[src/hw/rtl/quick_find_label_table_assert.svh]
// Assertion macros for the quick-find label table.
`ifndef QUICK_FIND_LABEL_TABLE_ASSERT_SVH
`define QUICK_FIND_LABEL_TABLE_ASSERT_SVH

`ifndef ASSERT_OFF
`define QFLT_ASSERT_IMPL(name, clk, rst_n, ante, cons, msg) \
  name: assert property (@(posedge clk) disable iff (!rst_n) (ante) |-> (cons)) \
    else $error(msg);
`define QFLT_ASSERT_NEXT(name, clk, rst_n, ante, cons, msg) \
  name: assert property (@(posedge clk) disable iff (!rst_n) (ante) |=> (cons)) \
    else $error(msg);
`else
`define QFLT_ASSERT_IMPL(name, clk, rst_n, ante, cons, msg)
`define QFLT_ASSERT_NEXT(name, clk, rst_n, ante, cons, msg)
`endif

`endif

[src/hw/rtl/qflt_pkg.sv]
// Shared types, constants and microcode ROM of the quick-find label table.
package qflt_pkg;

  localparam int KIND_W    = 2;
  localparam int LABEL_W   = 10;
  localparam int CNT_W     = 11;
  localparam int CFG_W     = 11;
  localparam int CFG_RESET = 1024;

  typedef enum logic [KIND_W-1:0] {
    KIND_UNION   = 2'd0,
    KIND_READ    = 2'd1,
    KIND_COMPACT = 2'd2
  } qflt_kind_e;

  typedef enum logic [3:0] {
    ST_INIT      = 4'd0,
    ST_IDLE      = 4'd1,
    ST_CHECK     = 4'd2,
    ST_READ_Q    = 4'd3,
    ST_COMPACT_Q = 4'd4,
    ST_UNION     = 4'd5,
    ST_SCAN      = 4'd6,
    ST_TAIL      = 4'd7,
    ST_COMPACT   = 4'd8,
    ST_CSWEEP    = 4'd9,
    ST_FINISH    = 4'd10,
    ST_FIN_WAIT  = 4'd11
  } qflt_step_e;

  typedef enum logic [1:0] {RD_NONE, RD_IN, RD_IDX} qflt_rd_e;
  typedef enum logic [1:0] {WR_NONE, WR_IDENT, WR_RELABEL} qflt_wr_e;
  typedef enum logic [1:0] {IDX_HOLD, IDX_CLR, IDX_INC} qflt_idx_e;
  typedef enum logic [1:0] {CNT_HOLD, CNT_SETS_DEC, CNT_LIVE_LOAD} qflt_cnt_e;

  typedef enum logic [3:0] {
    JC_NEVER,
    JC_ALWAYS,
    JC_NO_ACCEPT,
    JC_CHK_ERR,
    JC_IS_READ,
    JC_IS_COMPACT,
    JC_SCAN_MORE,
    JC_SWEEP_MORE,
    JC_OUT_FREE
  } qflt_jc_e;

  typedef struct packed {
    qflt_rd_e   rd;
    qflt_wr_e   wr;
    qflt_idx_e  idx;
    qflt_cnt_e  cnt;
    logic       in_ready;
    logic       latch_res;
    logic       load_out;
    qflt_jc_e   jc;
    qflt_step_e target;
  } qflt_ucode_t;

  typedef struct packed {
    logic accept;
    logic chk_err;
    logic is_read;
    logic is_compact;
    logic scan_more;
    logic sweep_more;
    logic out_free;
  } qflt_flags_t;

  // Control store: jump to target when the condition holds, else step on.
  function automatic qflt_ucode_t qflt_rom(qflt_step_e step);
    qflt_ucode_t w;
    w = '{rd: RD_NONE, wr: WR_NONE, idx: IDX_HOLD, cnt: CNT_HOLD, in_ready: 1'b0,
          latch_res: 1'b0, load_out: 1'b0, jc: JC_NEVER, target: ST_IDLE};
    case (step)
      ST_INIT: begin
        w.wr = WR_IDENT; w.idx = IDX_INC; w.jc = JC_SWEEP_MORE; w.target = ST_INIT;
      end
      ST_IDLE: begin
        w.rd = RD_IN; w.in_ready = 1'b1; w.jc = JC_NO_ACCEPT; w.target = ST_IDLE;
      end
      ST_CHECK: begin
        w.latch_res = 1'b1; w.jc = JC_CHK_ERR; w.target = ST_FINISH;
      end
      ST_READ_Q: begin
        w.jc = JC_IS_READ; w.target = ST_FINISH;
      end
      ST_COMPACT_Q: begin
        w.jc = JC_IS_COMPACT; w.target = ST_COMPACT;
      end
      ST_UNION: begin
        w.cnt = CNT_SETS_DEC; w.idx = IDX_CLR;
      end
      ST_SCAN: begin
        w.rd = RD_IDX; w.wr = WR_RELABEL; w.idx = IDX_INC;
        w.jc = JC_SCAN_MORE; w.target = ST_SCAN;
      end
      ST_TAIL: begin
        w.wr = WR_RELABEL; w.jc = JC_ALWAYS; w.target = ST_FINISH;
      end
      ST_COMPACT: begin
        w.cnt = CNT_LIVE_LOAD; w.idx = IDX_CLR;
      end
      ST_CSWEEP: begin
        w.wr = WR_IDENT; w.idx = IDX_INC; w.jc = JC_SWEEP_MORE; w.target = ST_CSWEEP;
      end
      ST_FINISH: begin
        w.load_out = 1'b1; w.jc = JC_OUT_FREE; w.target = ST_IDLE;
      end
      ST_FIN_WAIT: begin
        w.jc = JC_ALWAYS; w.target = ST_FINISH;
      end
      default: begin
        w.jc = JC_ALWAYS; w.target = ST_IDLE;
      end
    endcase
    return w;
  endfunction

endpackage

[src/hw/rtl/qflt_seq.sv]
// Microcode sequencer: step counter, control store and conditional jumps.
module qflt_seq (
  input  logic                  clk_i,
  input  logic                  rst_ni,
  input  logic                  restart_i,
  input  qflt_pkg::qflt_flags_t flags_i,
  output qflt_pkg::qflt_ucode_t ucode_o
);
  import qflt_pkg::*;

  qflt_step_e  upc_q, upc_d;
  qflt_ucode_t ucode;
  logic        jump;

  assign ucode   = qflt_rom(upc_q);
  assign ucode_o = ucode;

  always_comb begin
    case (ucode.jc)
      JC_NEVER:      jump = 1'b0;
      JC_ALWAYS:     jump = 1'b1;
      JC_NO_ACCEPT:  jump = !flags_i.accept;
      JC_CHK_ERR:    jump = flags_i.chk_err;
      JC_IS_READ:    jump = flags_i.is_read;
      JC_IS_COMPACT: jump = flags_i.is_compact;
      JC_SCAN_MORE:  jump = flags_i.scan_more;
      JC_SWEEP_MORE: jump = flags_i.sweep_more;
      JC_OUT_FREE:   jump = flags_i.out_free;
      default:       jump = 1'b0;
    endcase

    if (restart_i) begin
      upc_d = ST_INIT;
    end else if (jump) begin
      upc_d = ucode.target;
    end else begin
      upc_d = qflt_step_e'(upc_q + 4'd1);
    end
  end

  always_ff @(posedge clk_i or negedge rst_ni) begin
    if (!rst_ni) begin
      upc_q <= ST_INIT;
    end else begin
      upc_q <= upc_d;
    end
  end
endmodule

[config.mk]
export PLATFORM = sky130hd
export DESIGN_NAME = qflt_seq
export DESIGN_NICKNAME = d
export VERILOG_FILES = /design/src/hw/rtl/quick_find_label_table_assert.svh /design/src/hw/rtl/qflt_pkg.sv /design/src/hw/rtl/qflt_seq.sv
export SDC_FILE = /design/constraint.sdc
export NUM_CORES = 1
export LEC_CHECK = 0
export CAP_MARGIN = 5
export CORE_AREA = 5 5 42 44
export CTS_BUF_LIST = sky130_fd_sc_hd__clkbuf_16
export CTS_CLUSTER_DIAMETER = 80
export DETAILED_ROUTE_END_ITERATION = 8
export DIE_AREA = 0 0 47 49
export DONT_BUFFER_PORTS = 1
export HOLD_SLACK_MARGIN = 0.12
export PLACE_DENSITY = 0.7
export REMOVE_ABC_BUFFERS = 1
export SETUP_SLACK_MARGIN = 0.05
export SYNTH_ARGS = -nofsm -noshare
export SYNTH_HDL_FRONTEND = slang
export SYNTH_SLANG_ARGS = --single-unit
[constraint.sdc]
create_clock -name clk_i -period 4.3 [get_ports clk_i]
set_input_delay 0.43 -clock clk_i [delete_from_list [all_inputs] [get_ports clk_i]]
set_output_delay 0.43 -clock clk_i [all_outputs]
set_load 0.005 [all_outputs]
# Yosys cells after proc, flatten, opt, wreduce, memory -nomap -nowiden
# Index checks and enable logic that the tools add are counted.
# op_classes
n_addsub	1
eq_ne	19
mux	11
n_reduce_logical	7
# ops
operator	n
case mux 8 bit (10 select lines)	1
equality test 4 x 3 -> 1 bit, second input constant	8
equality test 4 bit, second input constant	5
equality test 4 x 2 -> 1 bit, second input constant	4
case mux 2 bit (2 select lines)	4
equality test 4 x 1 -> 1 bit, second input constant	2
2-to-1 mux 4 bit	2
case mux 1 bit (8 select lines)	1
OR reduction 2 bit	4
adder 4 x 1 -> 4 bit, second input constant	1
logical NOT 4 bit	1
2-to-1 mux 1 bit	3
OR reduction 3 bit	1
logical NOT 1 bit	1
# totals
ff_bits	4
inputBits	10
out_inout_bits	19

# Depth between registers and ports, before layout
# logic_depth
depth_word	7
depth_mapped	10
mapped_depth_nobuf	9

# Worst setup path before layout
# Ideal clock, no wire load.
# synth_timing
kind	register to register
from	register upc_q[0]
to	register upc_q[0]
setup_ps	126
t_arrival_ps	1923
slack_ps	2251
stages_incl_launch_ff	10
path_buffers	1
path_cell_list	dfrtp_1 -> inv_1 -> ha_1 -> buf_6 -> nor3b_2 -> nor3_4 -> clkinv_2 -> o31ai_2 -> o32a_4 -> o311a_1
# synth_lines
item	line_no	text
start: declaration	qflt_seq.sv:11	qflt_step_e upc_q, upc_d;
start signal: assignment	qflt_seq.sv:45	upc_q <= upc_d;

==> Flow_metrics.wiki <==
{| class="wikitable"
! Metric !! Value
|-
| Run status || finished, final reports clean
|-
| Most used flip-flop cell after synthesis || sky130_fd_sc_hd__dfrtp_1
|-
| Max transition margin || 0.511
|-
| Post-layout net count || 101
|-
| Placeable core region || 1400 µm²
|-
| Max-cap violations || 0
|-
| Accumulated negative setup slack || 0 ns
|-
| Fraction of final layout cells sized beyond drive strength 1 || 0.224
|-
| Number of remaining DRC errors || 0
|-
| Global route overflow || 0
|-
| Avg Cell Area, Syn || 8.18 µm²
|-
| Total number of vias || 626
|-
| Overall die width || 47 µm
|-
| Clk pwr share || 0.193
|-
| Hold Worst Slack || 0.311 ns
|-
| Startpoint-to-endpoint class of the critical path || reg -> reg
|-
| Power per standard cell area || 950 nW/µm²
|-
| Vertical extent of the die || 49 µm
|-
| TritonCTS sink count || 4
|-
| Worst-case vdd ir drop || 0.539 mV
|-
| Clock tree from TritonCTS || yes
|-
| Synth cell types || 40
|-
| Sequential area share after synthesis || 0.137
|-
| RSZ-0062 raised after global routing || false
|-
| Worst endpoint required time || 4.40 ns
|-
| Post-CTS Setup Bufs || 0
|-
| Highest-count cells in the layout ignoring fill and taps || sky130_fd_sc_hd__inv_1 (7), sky130_fd_sc_hd__nor2_1 (7), sky130_fd_sc_hd__nor3_1 (5)
|-
| Arrival time of data at the critical path endpoint || 2.49 ns
|-
| Total instance count after detailed placement || 97
|-
| Weighted congestion at the end of routability-driven global placement || 0.748
|-
| Final Hold Vio Count || 0
|-
| Period utilization || 0.557
|-
| Number of H-tree branching levels || 1
|-
| Clock Tree Root || sky130_fd_sc_hd__clkbuf_16
|-
| Std-Cell Rows || 14
|-
| Largest net degree at the start of global routing || 24
|-
| Worst Max-Slew Pin Slew || 0.733 ns
|-
| Kind of start point of the critical path || flop
|-
| Synthesized area || 728 µm²
|-
| Flip-flop count of the largest register after layout || 4
|-
| Number of buffers added by the clock tree synthesis step || 3
|-
| Register share of total power || 0.128
|-
| Share of flip-flops with an asynchronous set or reset || 1.00
|-
| Portion of total power attributed to combinational logic || 0.679
|-
| Count of pins over their slew limit || 0
|-
| Lkg Pwr || 0.000338 µW
|-
| Post-layout minimum cycle time || 2.40 ns
|-
| Fin Clk Skew || 0.00125 ns
|-
| Maximum buffer depth of the clock tree || 2
|-
| Worst min-delay path class || in -> reg
|-
| Antenna violations before repair || 0
|-
| Post-synth EDFFs || 0
|-
| Internal cell power || 382 µW
|-
| First-pass iteration count of the detailed router || 4
|-
| Number of buffers added on ports || 0
|-
| Post-route setup slack || 1.90 ns
|-
| Largest registers in the final layout || upc_q: 4 flops
|-
| HPWL Detailed || 1.16 mm
|-
| Net switching fraction of the power || 0.481
|-
| Achievable Freq || 417 MHz
|-
| Area growth, synth to finish || 6.36%
|-
| Flop and latch count out of synthesis || 4
|-
| Iteration-0 DRC count of the detailed router || 10
|-
| Average wire length per cell after detail routing || 15.3 µm
|-
| Number of setup violations in the final report || 0
|-
| Highest net fanout along the worst path || 11
|-
| DP Worst Slack || 1.92 ns
|-
| Clock-pin slew reported for the worst setup and hold paths after clock tree synthesis || 0.03 ns
|-
| Starting Density || 0.520
|-
| Register bank with the most flops || upc_q
|-
| Via count of the first global-routing pass || 552
|-
| Clock insertion delay at the later pin of the skew report || 0.22 ns
|-
| Net load switching power || 354 µW
|-
| Antenna fix cells || 0
|-
| Via-per-instance ratio || 6.20
|-
| Count of yosys warnings during synthesis || 0
|-
| Post-Layout Cell Count || 101
|-
| Endpoint class of the critical path || flop
|-
| I/O pins || 29
|-
| Number of nets with antenna violations after detailed routing || 0
|-
| Number of standard cells after synthesis || 89
|-
| Final core utilization || 0.553
|-
| Overall die area || 2300 µm²
|-
| Total wirelength of the detailed-routed design || 1.55 mm
|-
| Total routing resource utilization after global routing || 0.145
|-
| Wire length of the first global-routing pass || 2.57 mm
|}
## cell type report
cell class | instances | area, µm²
clock buffer | 3 | 75.1
inverter | 9 | 35.0
fill | 141 | 627
multi-input combinational | 68 | 534
tap | 16 | 20.0
sequential | 4 | 100
timing repair buffer | 1 | 10.0
## synth_stat cells, drive strengths merged (2+ instances only)
master  n  area [µm²]
clkbuf  3        15.0
o21ai   6        30.0
mux2i   2        20.0
o311a   3        30.0
o211ai  2        15.0
dfrtp   4         100
or2     2        12.5
nor3    6        41.3
and2    3        18.8
ha      4        50.1
clkinv  2        8.75
inv     7        26.3
nand2   3        11.3
a21oi   5        40.0
nor2    7        26.3
o31ai   3        32.5
buf     5        43.8
nor3b   5        42.5
o41ai   2        32.5
nor2b   5        36.3
## worst max-delay path: stages (launching register included)
cell,delay [ns]
sky130_fd_sc_hd__dfrtp_1,0.41
sky130_fd_sc_hd__inv_1,0.10
sky130_fd_sc_hd__ha_1,0.41
sky130_fd_sc_hd__nor2b_2,0.36
sky130_fd_sc_hd__nor3_4,0.10
sky130_fd_sc_hd__clkinv_2,0.08
sky130_fd_sc_hd__o31ai_2,0.06
sky130_fd_sc_hd__o32a_4,0.42
sky130_fd_sc_hd__o311a_1,0.34
## final timing paths
check                           startpoint  endpoint  slack (ns)  depth (start not counted)
worst min register to register    upc_q[0]  upc_q[0]        0.63                          2
worst max-delay path              upc_q[0]  upc_q[2]        1.90                          8
max in group asynchronous           rst_ni  upc_q[2]        3.66                          1
min in group asynchronous           rst_ni  upc_q[1]        0.48                          1
worst max register to register    upc_q[0]  upc_q[2]        1.90                          8
worst min-delay path             restart_i  upc_q[1]        0.31                          1
## stage by stage
stage                     area [µm²]  power (µW)
after floorplan                  669         511
after global placement           689         587
after detailed placement         689         595
after CTS                        774         742
after global routing             774         811
final                            774         736
## power by group through the flow
stage | Combinational [µW] | Clock (µW) | Sequential, µW
finish | 499 | 142 | 94.2
global route | 564 | 148 | 99.1
CTS | 504 | 144 | 93.4
detailed placement | 502 | 0 | 93.7
global placement | 493 | 0 | 93.5
floorplan | 426 | 0 | 85.0
## layer usage
metal  vias to the layer above  GRT usage  part of all wire
li1                        310          -                 -
met1                       290      0.235              0.47
met2                        26      0.195              0.45
met3                         0     0.0369             0.083
met4                         0     0.0138                 0
met5                         -          0                 0
## cell families (layout without fill, tap and decap cells)
| logic type | count (synthesis) | count (layout) | share of synthesized area |
|---|---|---|---|
| AO/OA/AOI/OAI | 25 | 25 | 0.311 |
| XOR/XNOR | 2 | 2 | 0.0241 |
| adder cells (fa/ha/maj) | 4 | 4 | 0.0687 |
| buffers and inverters | 17 | 13 | 0.129 |
| flip-flops | 4 | 4 | 0.137 |
| multiplexers | 2 | 2 | 0.0275 |
| AND/OR/NAND/NOR | 35 | 35 | 0.302 |
## repair_timing
action,CTS,global route
gates resized for setup,0,0
hold endpoints to repair,4,0
hold buffers,1,0
Note: power is estimated with default switching activity, not from simulation.
